## src/assert_macros.svh

```systemverilog
// Assertion macros used by the top-level RTL file.
`ifndef ASSERT_MACROS_SVH
`define ASSERT_MACROS_SVH

// Same-cycle implication, checked on the rising edge, off during reset.
`define ASSERT_IMPL(label, clk, rst_n, ante, cons) \
    label: assert property (@(posedge clk) disable iff (!(rst_n)) (ante) |-> (cons)) \
        else $error("same-cycle check failed");

// Next-cycle implication, checked on the rising edge, off during reset.
`define ASSERT_NEXT(label, clk, rst_n, ante, cons) \
    label: assert property (@(posedge clk) disable iff (!(rst_n)) (ante) |=> (cons)) \
        else $error("next-cycle check failed");

`endif

```

## src/fpcm_pkg.sv

```systemverilog
// Types, codes and helpers for the PCM signaling step.
package fpcm_pkg;

    localparam int unsigned VEC_W   = 10;
    localparam int unsigned CNT_W   = 8;
    localparam int unsigned BITNO_W = 4;
    localparam int unsigned CFG_IDX_W  = 3;
    localparam int unsigned CFG_DATA_W = 2;
    // Shift that moves vector bit 4 to bit 1 of the length class.
    localparam int unsigned LCT_HIGH_SHIFT = 4 - 1;

    typedef enum logic [1:0] {
        TYPE_A = 2'd0,
        TYPE_B = 2'd1,
        TYPE_S = 2'd2,
        TYPE_M = 2'd3
    } t_port_type;

    typedef enum logic [2:0] {
        ACT_SIGNAL  = 3'd0,
        ACT_TEST    = 3'd1,
        ACT_MACLOOP = 3'd2,
        ACT_OFF     = 3'd3,
        ACT_WOFF    = 3'd4,
        ACT_JOIN    = 3'd5,
        ACT_NONE    = 3'd6
    } t_action;

    typedef enum logic [CFG_IDX_W-1:0] {
        CFG_PORT_TYPE       = 3'd0,
        CFG_DUAL_ATTACH     = 3'd1,
        CFG_TREE_MODE       = 3'd2,
        CFG_WITHHOLD_A      = 3'd3,
        CFG_WITHHOLD_A_TREE = 3'd4
    } t_cfg_index;

    typedef enum logic {
        CMD_START = 1'b0,
        CMD_BIT   = 1'b1
    } t_command;

    // Signaling bit numbers that carry work.
    localparam logic [BITNO_W-1:0] BIT_TYPE   = 4'd3;
    localparam logic [BITNO_W-1:0] BIT_HOLD   = 4'd4;
    localparam logic [BITNO_W-1:0] BIT_LCT    = 4'd7;
    localparam logic [BITNO_W-1:0] BIT_RESULT = 4'd8;
    localparam logic [BITNO_W-1:0] BIT_MAC    = 4'd9;
    localparam logic [BITNO_W-1:0] BIT_JOIN   = 4'd10;

    localparam logic [CNT_W-1:0] CNT_MAX = {CNT_W{1'b1}};

    typedef struct packed {
        t_port_type port_type;
        logic       dual_attach;
        logic       tree_mode;
        logic       withhold_a;
        logic       withhold_a_tree;
    } t_cfg;

    typedef struct packed {
        logic [VEC_W-1:0] tx_vector;
        t_port_type       peer_type;
        logic             test_running;
        logic             withhold_flag;
        logic             error_monitor_fail;
        logic             undesirable;
        logic             illegal;
        logic [CNT_W-1:0] consecutive_failures;
        logic [CNT_W-1:0] failure_total;
    } t_state;

    typedef struct packed {
        t_action          action;
        logic [1:0]       signal_count;
        logic [1:0]       lct_length;
        logic [VEC_W-1:0] transmit_bits;
        t_port_type       neighbor_type;
        logic             undesirable;
        logic             illegal;
        logic             withholding;
        logic [CNT_W-1:0] total_failures;
    } t_result;

    // Test length class: bit 5 gives the low bit, bit 4 the high bit.
    function automatic logic [1:0] length_class(input logic [VEC_W-1:0] v);
        logic [VEC_W-1:0] hi;
        hi = v >> LCT_HIGH_SHIFT;
        return {hi[1], v[5]};
    endfunction

endpackage

```

## src/fpcm_step.sv

```systemverilog
// Combinational next-state and result logic for one signaling beat.
module fpcm_step (
    input  fpcm_pkg::t_cfg                  i_cfg,
    input  fpcm_pkg::t_state                i_state,
    input  logic                            i_command,
    input  logic [fpcm_pkg::BITNO_W-1:0]    i_bit_number,
    input  logic [fpcm_pkg::VEC_W-1:0]      i_received_bits,
    input  logic                            i_lct_failed,
    output fpcm_pkg::t_state                o_state,
    output fpcm_pkg::t_result               o_result
);

    logic [1:0] w_len_tx;
    logic [1:0] w_len_rx;

    assign w_len_tx = fpcm_pkg::length_class(i_state.tx_vector);
    assign w_len_rx = fpcm_pkg::length_class(i_received_bits);

    always_comb begin
        fpcm_pkg::t_state  st;
        fpcm_pkg::t_action act;
        logic [1:0]        cnt;
        logic [1:0]        len;
        logic              type_a_hold;

        st   = i_state;
        act  = fpcm_pkg::ACT_NONE;
        cnt  = 2'd0;
        len  = 2'd0;
        type_a_hold = (i_cfg.port_type == fpcm_pkg::TYPE_A) &&
                      (i_cfg.withhold_a || (i_cfg.withhold_a_tree && i_cfg.tree_mode));

        if (i_command == fpcm_pkg::CMD_START) begin
            st.test_running = 1'b0;
            // bit 1 for S and M, bit 2 for B and M
            st.tx_vector = {{(fpcm_pkg::VEC_W-3){1'b0}},
                            i_cfg.port_type[0], i_cfg.port_type[1], 1'b0};
            act = fpcm_pkg::ACT_SIGNAL;
            cnt = 2'd3;
        end else begin
            case (i_bit_number)
                fpcm_pkg::BIT_TYPE: begin
                    st.peer_type = fpcm_pkg::t_port_type'({i_received_bits[1],
                                                           i_received_bits[2]});
                    st.undesirable = 1'b0;
                    st.illegal     = 1'b0;
                    case (i_cfg.port_type)
                        fpcm_pkg::TYPE_A: begin
                            st.tx_vector[3] = 1'b1;
                            st.undesirable  = (st.peer_type != fpcm_pkg::TYPE_B);
                        end
                        fpcm_pkg::TYPE_B: begin
                            st.tx_vector[3] = 1'b1;
                            st.undesirable  = (st.peer_type != fpcm_pkg::TYPE_A);
                        end
                        fpcm_pkg::TYPE_S: begin
                            st.tx_vector[3] = 1'b1;
                            st.undesirable  = (st.peer_type == fpcm_pkg::TYPE_A) ||
                                              (st.peer_type == fpcm_pkg::TYPE_B);
                        end
                        default: begin
                            if (st.peer_type == fpcm_pkg::TYPE_M) begin
                                st.illegal = 1'b1;
                            end else begin
                                st.tx_vector[3] = 1'b1;
                            end
                        end
                    endcase
                    act = fpcm_pkg::ACT_SIGNAL;
                    cnt = 2'd1;
                end
                fpcm_pkg::BIT_HOLD: begin
                    st.withhold_flag = ~(i_received_bits[3] | i_state.tx_vector[3]);
                    if (st.withhold_flag || type_a_hold) begin
                        st.tx_vector[5:4] = 2'b11;
                    end else if (i_state.error_monitor_fail) begin
                        st.tx_vector[4] = 1'b1;
                    end else if (i_state.failure_total != '0) begin
                        st.tx_vector[5] = 1'b1;
                    end
                    act = fpcm_pkg::ACT_SIGNAL;
                    cnt = 2'd3;
                end
                fpcm_pkg::BIT_LCT: begin
                    if (!i_state.test_running) begin
                        len = (w_len_tx > w_len_rx) ? w_len_tx : w_len_rx;
                        st.test_running = 1'b1;
                        act = fpcm_pkg::ACT_TEST;
                    end else begin
                        st.test_running = 1'b0;
                        if (i_lct_failed) begin
                            if (i_state.consecutive_failures != fpcm_pkg::CNT_MAX) begin
                                st.consecutive_failures = i_state.consecutive_failures + 1'b1;
                            end
                            if (i_state.failure_total != fpcm_pkg::CNT_MAX) begin
                                st.failure_total = i_state.failure_total + 1'b1;
                            end
                            st.tx_vector[7]       = 1'b1;
                            st.error_monitor_fail = 1'b1;
                        end else begin
                            st.consecutive_failures = '0;
                        end
                        act = fpcm_pkg::ACT_SIGNAL;
                        cnt = 2'd1;
                    end
                end
                fpcm_pkg::BIT_RESULT: begin
                    if (i_state.tx_vector[7] || i_received_bits[7]) begin
                        act = fpcm_pkg::ACT_OFF;
                    end else begin
                        act = fpcm_pkg::ACT_SIGNAL;
                        cnt = 2'd1;
                    end
                end
                fpcm_pkg::BIT_MAC: begin
                    if (!i_state.test_running && i_received_bits[8]) begin
                        st.test_running = 1'b1;
                        act = fpcm_pkg::ACT_MACLOOP;
                    end else begin
                        st.test_running = 1'b0;
                        if (i_state.withhold_flag || type_a_hold) begin
                            act = fpcm_pkg::ACT_WOFF;
                        end else begin
                            if (!i_cfg.dual_attach || i_cfg.port_type != fpcm_pkg::TYPE_A ||
                                i_cfg.tree_mode) begin
                                st.tx_vector[9] = 1'b1;
                            end
                            act = fpcm_pkg::ACT_SIGNAL;
                            cnt = 2'd1;
                        end
                    end
                end
                fpcm_pkg::BIT_JOIN: begin
                    st.error_monitor_fail = 1'b0;
                    act = fpcm_pkg::ACT_JOIN;
                end
                default: begin
                    act = fpcm_pkg::ACT_NONE;
                end
            endcase
        end

        o_state = st;
        o_result.action         = act;
        o_result.signal_count   = cnt;
        o_result.lct_length     = len;
        o_result.transmit_bits  = st.tx_vector;
        o_result.neighbor_type  = st.peer_type;
        o_result.undesirable    = st.undesirable;
        o_result.illegal        = st.illegal;
        o_result.withholding    = st.withhold_flag;
        o_result.total_failures = st.failure_total;
    end

endmodule

```

## src/fddi_pcm_signaling_step.sv

```systemverilog
// Top level of the FDDI PCM transmitter signaling step.
// One input beat gives exactly one result beat. The beat is evaluated
// combinationally against the held connection state (transmit vector, neighbor
// type, test and withhold flags, failure counters), the state advances at
// the accepting edge, and the result lands in a one-deep output register.
// o_out_valid rises in the cycle after input acceptance; throughput is
// one beat per cycle, since o_in_ready stays high while the output register
// is empty or is being drained in the same cycle. A start beat (command 0)
// reloads the transmit vector from the own port type and asks for three
// bits; bit beats act on signaling bits 3, 4, 7, 8, 9 and 10, any other bit
// number returns action none and leaves the state alone. Both failure
// counters saturate at 255. Configuration is written through i_cfg_we,
// i_cfg_index and i_cfg_data; write it only while no beat is in flight.
// Indexes outside the register list are dropped.
`include "assert_macros.svh"

module fddi_pcm_signaling_step (
    input  logic                               i_clk,
    input  logic                               i_rst_n,
    // configuration write port
    input  logic                               i_cfg_we,
    input  logic [fpcm_pkg::CFG_IDX_W-1:0]     i_cfg_index,
    input  logic [fpcm_pkg::CFG_DATA_W-1:0]    i_cfg_data,
    // input channel
    input  logic                               i_in_valid,
    output logic                               o_in_ready,
    input  logic                               i_command,
    input  logic [fpcm_pkg::BITNO_W-1:0]       i_bit_number,
    input  logic [fpcm_pkg::VEC_W-1:0]         i_received_bits,
    input  logic                               i_lct_failed,
    // result channel
    output logic                               o_out_valid,
    input  logic                               i_out_ready,
    output logic [2:0]                         o_action,
    output logic [1:0]                         o_signal_count,
    output logic [1:0]                         o_lct_length,
    output logic [fpcm_pkg::VEC_W-1:0]         o_transmit_bits,
    output logic [1:0]                         o_neighbor_type,
    output logic                               o_undesirable,
    output logic                               o_illegal,
    output logic                               o_withholding,
    output logic [fpcm_pkg::CNT_W-1:0]         o_total_failures
);

    fpcm_pkg::t_cfg    r_cfg;
    fpcm_pkg::t_state  r_st;
    fpcm_pkg::t_state  n_st;
    fpcm_pkg::t_result r_out;
    fpcm_pkg::t_result w_res;
    logic              r_out_valid;
    logic              w_in_accept;

    // Take a new beat whenever the output register is free or draining now.
    assign o_in_ready  = !r_out_valid || i_out_ready;
    assign w_in_accept = i_in_valid && o_in_ready;

    // Configuration registers.
    always_ff @(posedge i_clk) begin
        if (!i_rst_n) begin
            r_cfg.port_type       <= fpcm_pkg::TYPE_A;
            r_cfg.dual_attach     <= 1'b1;
            r_cfg.tree_mode       <= 1'b0;
            r_cfg.withhold_a      <= 1'b0;
            r_cfg.withhold_a_tree <= 1'b0;
        end else if (i_cfg_we) begin
            case (i_cfg_index)
                fpcm_pkg::CFG_PORT_TYPE:
                    r_cfg.port_type <= fpcm_pkg::t_port_type'(i_cfg_data[1:0]);
                fpcm_pkg::CFG_DUAL_ATTACH:     r_cfg.dual_attach     <= i_cfg_data[0];
                fpcm_pkg::CFG_TREE_MODE:       r_cfg.tree_mode       <= i_cfg_data[0];
                fpcm_pkg::CFG_WITHHOLD_A:      r_cfg.withhold_a      <= i_cfg_data[0];
                fpcm_pkg::CFG_WITHHOLD_A_TREE: r_cfg.withhold_a_tree <= i_cfg_data[0];
                default: begin
                    // drop writes beyond the register list
                end
            endcase
        end
    end

    // Evaluate the beat against the held state.
    fpcm_step u_step (
        .i_cfg           (r_cfg),
        .i_state         (r_st),
        .i_command       (i_command),
        .i_bit_number    (i_bit_number),
        .i_received_bits (i_received_bits),
        .i_lct_failed    (i_lct_failed),
        .o_state         (n_st),
        .o_result        (w_res)
    );

    // Connection state: advance only on an accepted beat.
    always_ff @(posedge i_clk) begin
        if (!i_rst_n) begin
            r_st <= '0;
        end else if (w_in_accept) begin
            r_st <= n_st;
        end
    end

    // Output register: load on accept, clear valid once the beat drains.
    always_ff @(posedge i_clk) begin
        if (!i_rst_n) begin
            r_out_valid <= 1'b0;
        end else if (w_in_accept) begin
            r_out_valid <= 1'b1;
        end else if (i_out_ready) begin
            r_out_valid <= 1'b0;
        end
    end

    always_ff @(posedge i_clk) begin
        if (w_in_accept) begin
            r_out <= w_res;
        end
    end

    assign o_out_valid      = r_out_valid;
    assign o_action         = r_out.action;
    assign o_signal_count   = r_out.signal_count;
    assign o_lct_length     = r_out.lct_length;
    assign o_transmit_bits  = r_out.transmit_bits;
    assign o_neighbor_type  = r_out.neighbor_type;
    assign o_undesirable    = r_out.undesirable;
    assign o_illegal        = r_out.illegal;
    assign o_withholding    = r_out.withholding;
    assign o_total_failures = r_out.total_failures;

    // A start beat always asks for three bits on the next result.
    `ASSERT_NEXT(a_start_signals_three, i_clk, i_rst_n,
        w_in_accept && (i_command == fpcm_pkg::CMD_START),
        (o_action == fpcm_pkg::ACT_SIGNAL) && (o_signal_count == 2'd3))
    // The total failure count never goes down.
    `ASSERT_NEXT(a_total_monotonic, i_clk, i_rst_n, 1'b1,
        r_st.failure_total >= $past(r_st.failure_total))
    // A run of failures never exceeds the total.
    `ASSERT_IMPL(a_run_le_total, i_clk, i_rst_n, 1'b1,
        r_st.consecutive_failures <= r_st.failure_total)
    // Illegal connection is only flagged against an M neighbor.
    `ASSERT_IMPL(a_illegal_peer_m, i_clk, i_rst_n, r_st.illegal,
        r_st.peer_type == fpcm_pkg::TYPE_M)

endmodule
```

## config.mk

```make
export PLATFORM = sky130hd
export DESIGN_NAME = fddi_pcm_signaling_step
export DESIGN_NICKNAME = d
export VERILOG_FILES = /design/src/fpcm_pkg.sv /design/src/fpcm_step.sv /design/src/fddi_pcm_signaling_step.sv
export VERILOG_INCLUDE_DIRS = /design/src /design/src/src
export SDC_FILE = /design/constraint.sdc
export NUM_CORES = 1
export LEC_CHECK = 0
export ABC_CLOCK_PERIOD_IN_PS = 4000
export BUFFER_PORTS_ARGS = -buffer_cell sky130_fd_sc_hd__buf_4
export CORE_MARGIN = 5
export CORE_UTILIZATION = 40
export DETAILED_ROUTE_END_ITERATION = 10
export PLACE_DENSITY_LB_ADDON = 0.3
export SETUP_SLACK_MARGIN = 0.05
export SKIP_CTS_REPAIR_TIMING = 1
export SLEW_MARGIN = 20
export SYNTH_ARGS = -nofsm -noshare
export SYNTH_HDL_FRONTEND = slang
export SYNTH_HIERARCHICAL = 1
export SYNTH_SLANG_ARGS = --single-unit
```

## constraint.sdc

```tcl
create_clock -name i_clk -period 4 [get_ports i_clk]
set_clock_uncertainty 0.2 [all_clocks]
set_input_delay 0.6 -clock i_clk [delete_from_list [all_inputs] [get_ports i_clk]]
set_output_delay 0.6 -clock i_clk [all_outputs]
set_load 0.1 [all_outputs]
```

-- After elaboration in Yosys (flattened, before gate mapping)
Cells that the tools add are included.
- add/sub/neg operators: 2
- magnitude comparators: 1
- equality and inequality tests: 21
- muxes and demuxes: 55
- bitwise gates (word level): 4
- reductions and logical operators: 34
- operators with widths (operator ; number):
    two-way mux 16 bit ; 2
    two-way mux 8 bit ; 4
    two-way mux 1 bit ; 31
    two-way mux 20 bit ; 1
    adder 8 x 1 -> 8 bit (second input constant) ; 2
    two-way mux 2 bit ; 8
    inequality test 8 bit (second input constant) ; 2
    one-hot mux 3 bit (5 select lines) ; 1
    equality test 4 bit (second input constant) ; 3
    two-way mux 3 bit ; 4
    AND reduction 2 bit ; 6
    one-hot mux 2 bit (5 select lines) ; 1
    AND reduction 5 bit ; 2
    equality test 4 x 3 -> 1 bit (second input constant) ; 2
    logical OR 1 bit ; 8
    nonzero test 2 bit ; 4
    nonzero test 8 bit ; 1
    equality test 3 x 2 -> 1 bit (second input constant) ; 2
    OR reduction 3 bit ; 2
    equality test 2 x 1 -> 1 bit (second input constant) ; 2
    equality test 2 bit (second input constant) ; 2
    equality test 4 x 2 -> 1 bit (second input constant) ; 1
    logical AND 1 bit ; 4
    zero test 2 bit ; 2
    other kinds (13) ; 20
- register bits: 70
- bits of input ports: 26
- output and inout port bits: 32
- word-level logic and storage cells: 141

-- Depth between registers and ports, before layout
Gate-level depths: netlist of the first run.
- depth after elaboration: 8
- gate-level depth with buffers: 9
- gate-level depth less buffers: 8

-- Hierarchy
The synthesis of the first run kept the hierarchy.
- modules (own cells, without submodules) (module ; times used ; cells each ; area an instance (um2) ; seq. area each (um2)):
    fddi_pcm_signaling_step ; 1 ; 205 ; 2556.2 ; 1701.6
    fpcm_step ; 1 ; 201 ; 1312.5 ; 0.0

-- Worst setup path after synthesis of the first run
Ideal clock, no wire load.
- kind: register to register
- start point: register r_out_valid (netlist: o_out_valid)
- end point: register r_out, in the netlist o_action[0] (enable)
- setup time: 0.257 ns
- arrival: 1.945 ns
- required time: 3.543 ns
- slack: 1.597 ns
- cell stages (with the launch flop): 5
- path buffers: 2
- clock period less this slack: 2.403 ns
- cell sequence: dfxtp_1 > nand2b_4 > and2_4 > buf_6 > buf_12
- word-level cells in the longest chain between the ends: 3
- ends and longest elaborated chain (element ; line ; source):
    start, declared ; fddi_pcm_signaling_step.sv:50 ; logic r_out_valid;
    start signal, assigned ; fddi_pcm_signaling_step.sv:104 ; r_out_valid <= 1'b0;
    start signal, assigned ; fddi_pcm_signaling_step.sv:106 ; r_out_valid <= 1'b1;
    start signal, assigned ; fddi_pcm_signaling_step.sv:108 ; r_out_valid <= 1'b0;
    zero test 1 bit ; fddi_pcm_signaling_step.sv:54 ; assign o_in_ready = !r_out_valid || i_out_ready;
    logical OR 1 bit ; fddi_pcm_signaling_step.sv:54 ;
    named net o_in_ready ; fddi_pcm_signaling_step.sv:26 ; output logic o_in_ready,
    logical AND 1 bit ; fddi_pcm_signaling_step.sv:55 ; assign w_in_accept = i_in_valid && o_in_ready;
    named net w_in_accept ; fddi_pcm_signaling_step.sv:51 ; logic w_in_accept;
    end signal, assigned ; fddi_pcm_signaling_step.sv:114 ; r_out <= w_res;
    end, declared ; fddi_pcm_signaling_step.sv:48 ; fpcm_pkg::t_result r_out;
The timed path passes the listed nets, and every way through them passes these cells.
A chain may end at the register's enable or synchronous reset.

==> impl_metrics.py, run 1 <==
metrics = {
    "hold_path": {
        "hp-start": "r_st[31]",
        "holdPathEnd": "r_st[31]",
        "hold_depth": 2,
        "hp-class": "register to register",
    },
    "global_routing": {
        "antenna_found_initial": 0,
        "grt_usage": 0.127,
        "grt_pass1_wl_um": 10300,
        "grt_max_degree": 61,
        "grt_pass1_vias": 2257,
        "grt-ovfl-total": 0,
    },
    "floorplanning": {
        "row_count": 33,
        "die_h_um": 101,
        "core_area_um2": 8090,
        "die-area_um2": 10100,
        "die_x_um": 101,
        "ios": 58,
        "initial_core_util": 0.405,
    },
    "cts": {
        "cts_tree": "done",
        "clk_path_buf_depth": 2,
        "clk_latency_ns": 0.33,
        "htree_levels": 3,
        "cts_root_buf": "clkbuf_8",
        "cts_sinks": 62,
        "clk_pin_slew_ns": 0.07,
        "numCtsBuffers": 9,
    },
    "synthesis": {
        "netlist_area_um2": 3280,
        "syn_nets": 355,
        "syn_area_per_cell_um2": 10.1,
        "yosysWarnings": 6,
        "syn_inst": 324,
    },
    "drt": {
        "wire_per_inst_um": 13.3,
        "routed_wl_um": 6110,
        "drtIter0Drc": 88,
        "dr.pass1.iters": 4,
        "viasPerCell": 5.03,
        "vias": 2306,
        "drc_errors": 0,
        "postRouteAntennaNets": 0,
    },
    "placement": {
        "gp_congestion": 0.879,
        "dpl_cell_area_um2": 3500,
        "io_buffers": 54,
        "hpwlAfterDp_um": 4200,
    },
    "layout": {
        "most-common-layout-cells": "nand2_1, buf_4, dfxtp_1",
        "finish.utilization": 0.460,
        "area_growth_pct": 13.6,
        "final_common_cell": "nand2_1",
        "antenna_cells": 0,
        "drive_above_1_share": 0.224,
        "nets": 379,
        "final_area_um2": 3720,
    },
    "timing": {
        "finalSetupTns_ns": 0,
        "post-route-period-util": 0.545,
        "relSlewSlack": 0.468,
        "final-hold-violation-count": 0,
        "whs_ns": 0.257,
        "drv_slew": 0,
        "clock.fmax_ghz": 0.459,
        "worst_pin_slew_ns": 0.798,
        "min_period_ns": 2.18,
        "rsz0062_at_grt": "no",
        "setup_viol": 0,
    },
    "worst_setup_path": {
        "worst_path_max_delay_cell": "nor4b_1",
        "path_max_fanout": 14,
        "r2r_cells": 5,
        "rr_startpoint": "r_st[20]",
        "timing.reg2reg.setup_slack_ns": 2.00,
        "cp.required_ns": 4.05,
        "worstPathCellList": "buf_4 -> nor3b_1 -> nor4b_1 -> o211a_1 -> nand2_1 -> mux2i_1",
        "slowest_delay_ns": 0.68,
        "crit_path_start_kind": "input pin",
        "cp-end-kind": "register",
        "r2r_end": "r_st[32]",
        "arrival_ns": 2.23,
        "crit_type": "input pin to register",
    },
    "flow_run": {
        "drv_cap": 0,
    },
    "pwr": {
        "leakagePower_nw": 1.47,
        "peakVddDrop_mv": 0.169,
        "powerDensity_nw_per_um2": 418,
    },
    "outcome": {
        "outcome": "finished, final reports clean",
    },
}
[cell type report]
type / count / area (µm²)
Inverter: 8 / 30.0
Clock inverter: 4 / 68.8
Fill cell: 797 / 4370
Tap cell: 105 / 131
Sequential cell: 62 / 1540
Clock buffer: 12 / 155
Timing Repair Buffer: 54 / 405
Multi-Input combinational cell: 213 / 1390
[state kept, by name, summed over array words and instances, names as in the netlist]
signal	count
o_illegal	1
o_neighbor_type	2
o_withholding	1
r_st	25
o_lct_length	2
o_action	3
o_total_failures	8
o_transmit_bits	10
r_cfg	6
o_signal_count	2
o_undesirable	1
o_out_valid	1
[through the flow]
step                      power (mW)  setup WS, ns  instances
after floorplan                0.906          1.62        324
after global placement         0.952          1.60        442
after detailed placement       0.953          1.56        442
after CTS                       1.57          1.91        458
after global routing            1.61          1.71        458
final                           1.56          1.82        458
[power by group]
part           internal (mW)  leakage [nW]  total (mW)  switching [mW]
Combinational         0.0591         0.801       0.245           0.186
Sequential             0.685         0.558       0.692         0.00734
Clock                  0.382         0.114       0.618           0.236
[worst max-delay path, delay by kind of cell]
family	cells	cell delay, ns
buffers and inverters	1	0.17
multiplexers	1	0.15
AO/OA/AOI/OAI	1	0.23
AND/OR/NAND/NOR	3	1.09
[worst max-delay path by stage]
| stage | start | end | slack (ns) | depth (start not counted) |
|---|---|---|---|---|
| 2_1_floorplan | o_out_valid | o_action[0] | 1.62 | 4 |
| 3_3_place_gp | i_bit_number[1] | r_st[32] | 1.60 | 6 |
| 3_5_place_dp | i_bit_number[1] | r_st[32] | 1.56 | 6 |
| 4_1_cts | i_bit_number[1] | r_st[32] | 1.91 | 6 |
| 5_1_grt | i_bit_number[1] | r_st[32] | 1.71 | 6 |
| 6_report | i_bit_number[1] | r_st[32] | 1.82 | 6 |
[layer usage]
layer  GRT usage  part of all wire  vias up
li1            -                 -     1168
met1       0.165              0.47     1071
met2       0.201              0.46       56
met3      0.0284             0.060       11
met4      0.0591             0.016        0
met5           0                 0        -
No activity file was read; power rests on OpenSTA's default activity.
==> inputs of run 2 (changes only) <==
--- a/config.mk
+++ b/config.mk
@@ -6,7 +6,7 @@
 export SDC_FILE = /design/constraint.sdc
 export NUM_CORES = 1
 export LEC_CHECK = 0
-export ABC_CLOCK_PERIOD_IN_PS = 4000
+export ABC_CLOCK_PERIOD_IN_PS = 2100
 export BUFFER_PORTS_ARGS = -buffer_cell sky130_fd_sc_hd__buf_4
 export CORE_MARGIN = 5
 export CORE_UTILIZATION = 40
==> constraint.sdc (replaced) <==
create_clock -name i_clk -period 2.1 [get_ports i_clk]
set_clock_uncertainty 0.2 [all_clocks]
set_input_delay 0.315 -clock i_clk [delete_from_list [all_inputs] [get_ports i_clk]]
set_output_delay 0.315 -clock i_clk [all_outputs]
set_load 0.1 [all_outputs]
==> impl_metrics.py, run 2 (same netlist as run 1, synthesis figures left out) <==
metrics = {
    "outcome": {
        "outcome": "finished, final reports clean",
    },
    "worst_setup_path": {
        "r2r_cells": 4,
        "r2r_end": "o_total_failures[1]",
        "path_max_fanout": 6,
        "cp-end-kind": "register",
        "crit_path_start_kind": "register",
        "timing.reg2reg.setup_slack_ns": 0.16,
        "arrival_ns": 1.80,
        "rr_startpoint": "r_st[3]",
        "cp.required_ns": 1.97,
        "crit_type": "register to register",
    },
    "layout": {
        "drive_above_1_share": 0.252,
        "top_register": "r_st",
        "final_common_cell": "nand2_1",
        "final_area_um2": 3800,
        "nets": 391,
        "most-common-layout-cells": "nand2_1, buf_4, dfxtp_1",
        "antenna_cells": 0,
        "largest_reg_flops": 25,
        "area_growth_pct": 16.0,
    },
    "drt": {
        "dr.pass1.iters": 4,
        "wire_per_inst_um": 13.5,
        "drc_errors": 0,
        "vias": 2381,
        "postRouteAntennaNets": 0,
        "viasPerCell": 5.07,
        "drtIter0Drc": 69,
        "routed_wl_um": 6350,
    },
    "global_routing": {
        "grt_max_degree": 32,
        "grt_usage": 0.131,
        "grt-ovfl-total": 0,
        "grt_pass1_wl_um": 10400,
        "grt_pass1_vias": 2222,
        "antenna_found_initial": 0,
    },
    "timing": {
        "clock.fmax_ghz": 0.516,
        "setup_viol": 0,
        "rsz0062_at_grt": "no",
        "post-route-period-util": 0.922,
        "worst_pin_slew_ns": 0.514,
        "drv_slew": 0,
        "fin_ws_ns": 0.163,
        "relSlewSlack": 0.652,
        "finalSetupTns_ns": 0,
        "final-hold-violation-count": 0,
        "min_period_ns": 1.94,
    },
    "cts": {
        "clk_path_buf_depth": 2,
        "cts_tree": "done",
        "cts_root_buf": "clkbuf_8",
        "clk_pin_slew_ns": 0.07,
        "cts_sinks": 62,
        "numCtsBuffers": 9,
        "htree_levels": 3,
        "clk_latency_ns": 0.33,
    },
    "floorplanning": {
        "initial_core_util": 0.405,
        "ios": 58,
        "die_h_um": 101,
        "die_x_um": 101,
        "row_count": 33,
        "die-area_um2": 10100,
        "core_area_um2": 8090,
    },
    "hold_path": {
        "holdPathEnd": "r_cfg[5]",
        "hp-class": "input pin to register",
        "hp-start": "i_cfg_data[1]",
        "hold_depth": 3,
    },
    "pwr": {
        "powerDensity_nw_per_um2": 735,
        "peakVddDrop_mv": 0.373,
        "leakagePower_nw": 1.52,
    },
    "placement": {
        "hpwlAfterDp_um": 4600,
        "dpl_cell_area_um2": 3610,
        "dp_slack_ns": 0.0111,
        "gp_congestion": 0.872,
        "io_buffers": 54,
    },
    "flow_run": {
        "drv_cap": 0,
    },
}
run 2: worst max path at each step:
stage,startpoint,end,slack (ns),depth (start not counted)
global placement,i_bit_number[1],r_st[32],0.03,7
finish,r_st[3],o_total_failures[1],0.16,4
global route,r_st[3],o_total_failures[1],0.09,4
detailed placement,i_bit_number[1],r_st[32],0.01,7
floorplan,o_out_valid,o_action[0],0.12,4
CTS,r_st[20],r_st[32],0.12,6
run 2: cell type report:
class                           count  area [µm²]
Clock buffer                       11         131
Tap cell                          105         131
Multi-Input combinational cell    213        1400
Fill cell                         798        4290
Sequential cell                    62        1540
Timing Repair Buffer               66         520
Inverter                            8        30.0
Clock inverter                      5        51.3
run 2: per-layer routing:
layer | vias up | GRT usage | part of all wire | wire length [µm]
li1 | 1190 | - | - | -
met1 | 1124 | 0.172 | 0.47 | 2950
met2 | 63 | 0.195 | 0.46 | 2920
met3 | 4 | 0.0526 | 0.068 | 431
met4 | 0 | 0.0435 | 0.0072 | 46
met5 | - | 0 | 0 | 0
run 2: through the flow:
stage | power (mW) | util | hold slack, ns | std cells
finish | 2.79 | 0.470 | 0.0249 | 470
global route | 2.92 | 0.470 | 0.0130 | 470
CTS | 2.83 | 0.469 | 0.00256 | 470
detailed placement | 1.84 | 0.447 | 0.248 | 454
global placement | 1.83 | 0.447 | 0.237 | 454
floorplan | 1.73 | - | 0.216 | 324
run 2: worst max-delay path, stage by stage (launching register included):
cell and delay, ns:
dfxtp_1 0.42, and4_1 0.27, nand4_1 0.23, nand2_1 0.20
mux2_1 0.35
run 2: report_power, final:
part	switching [mW]	internal, mW	leakage (nW)
clock network	0.443	0.541	0.0907
registers	0.0142	1.30	0.559
logic	0.362	0.130	0.871
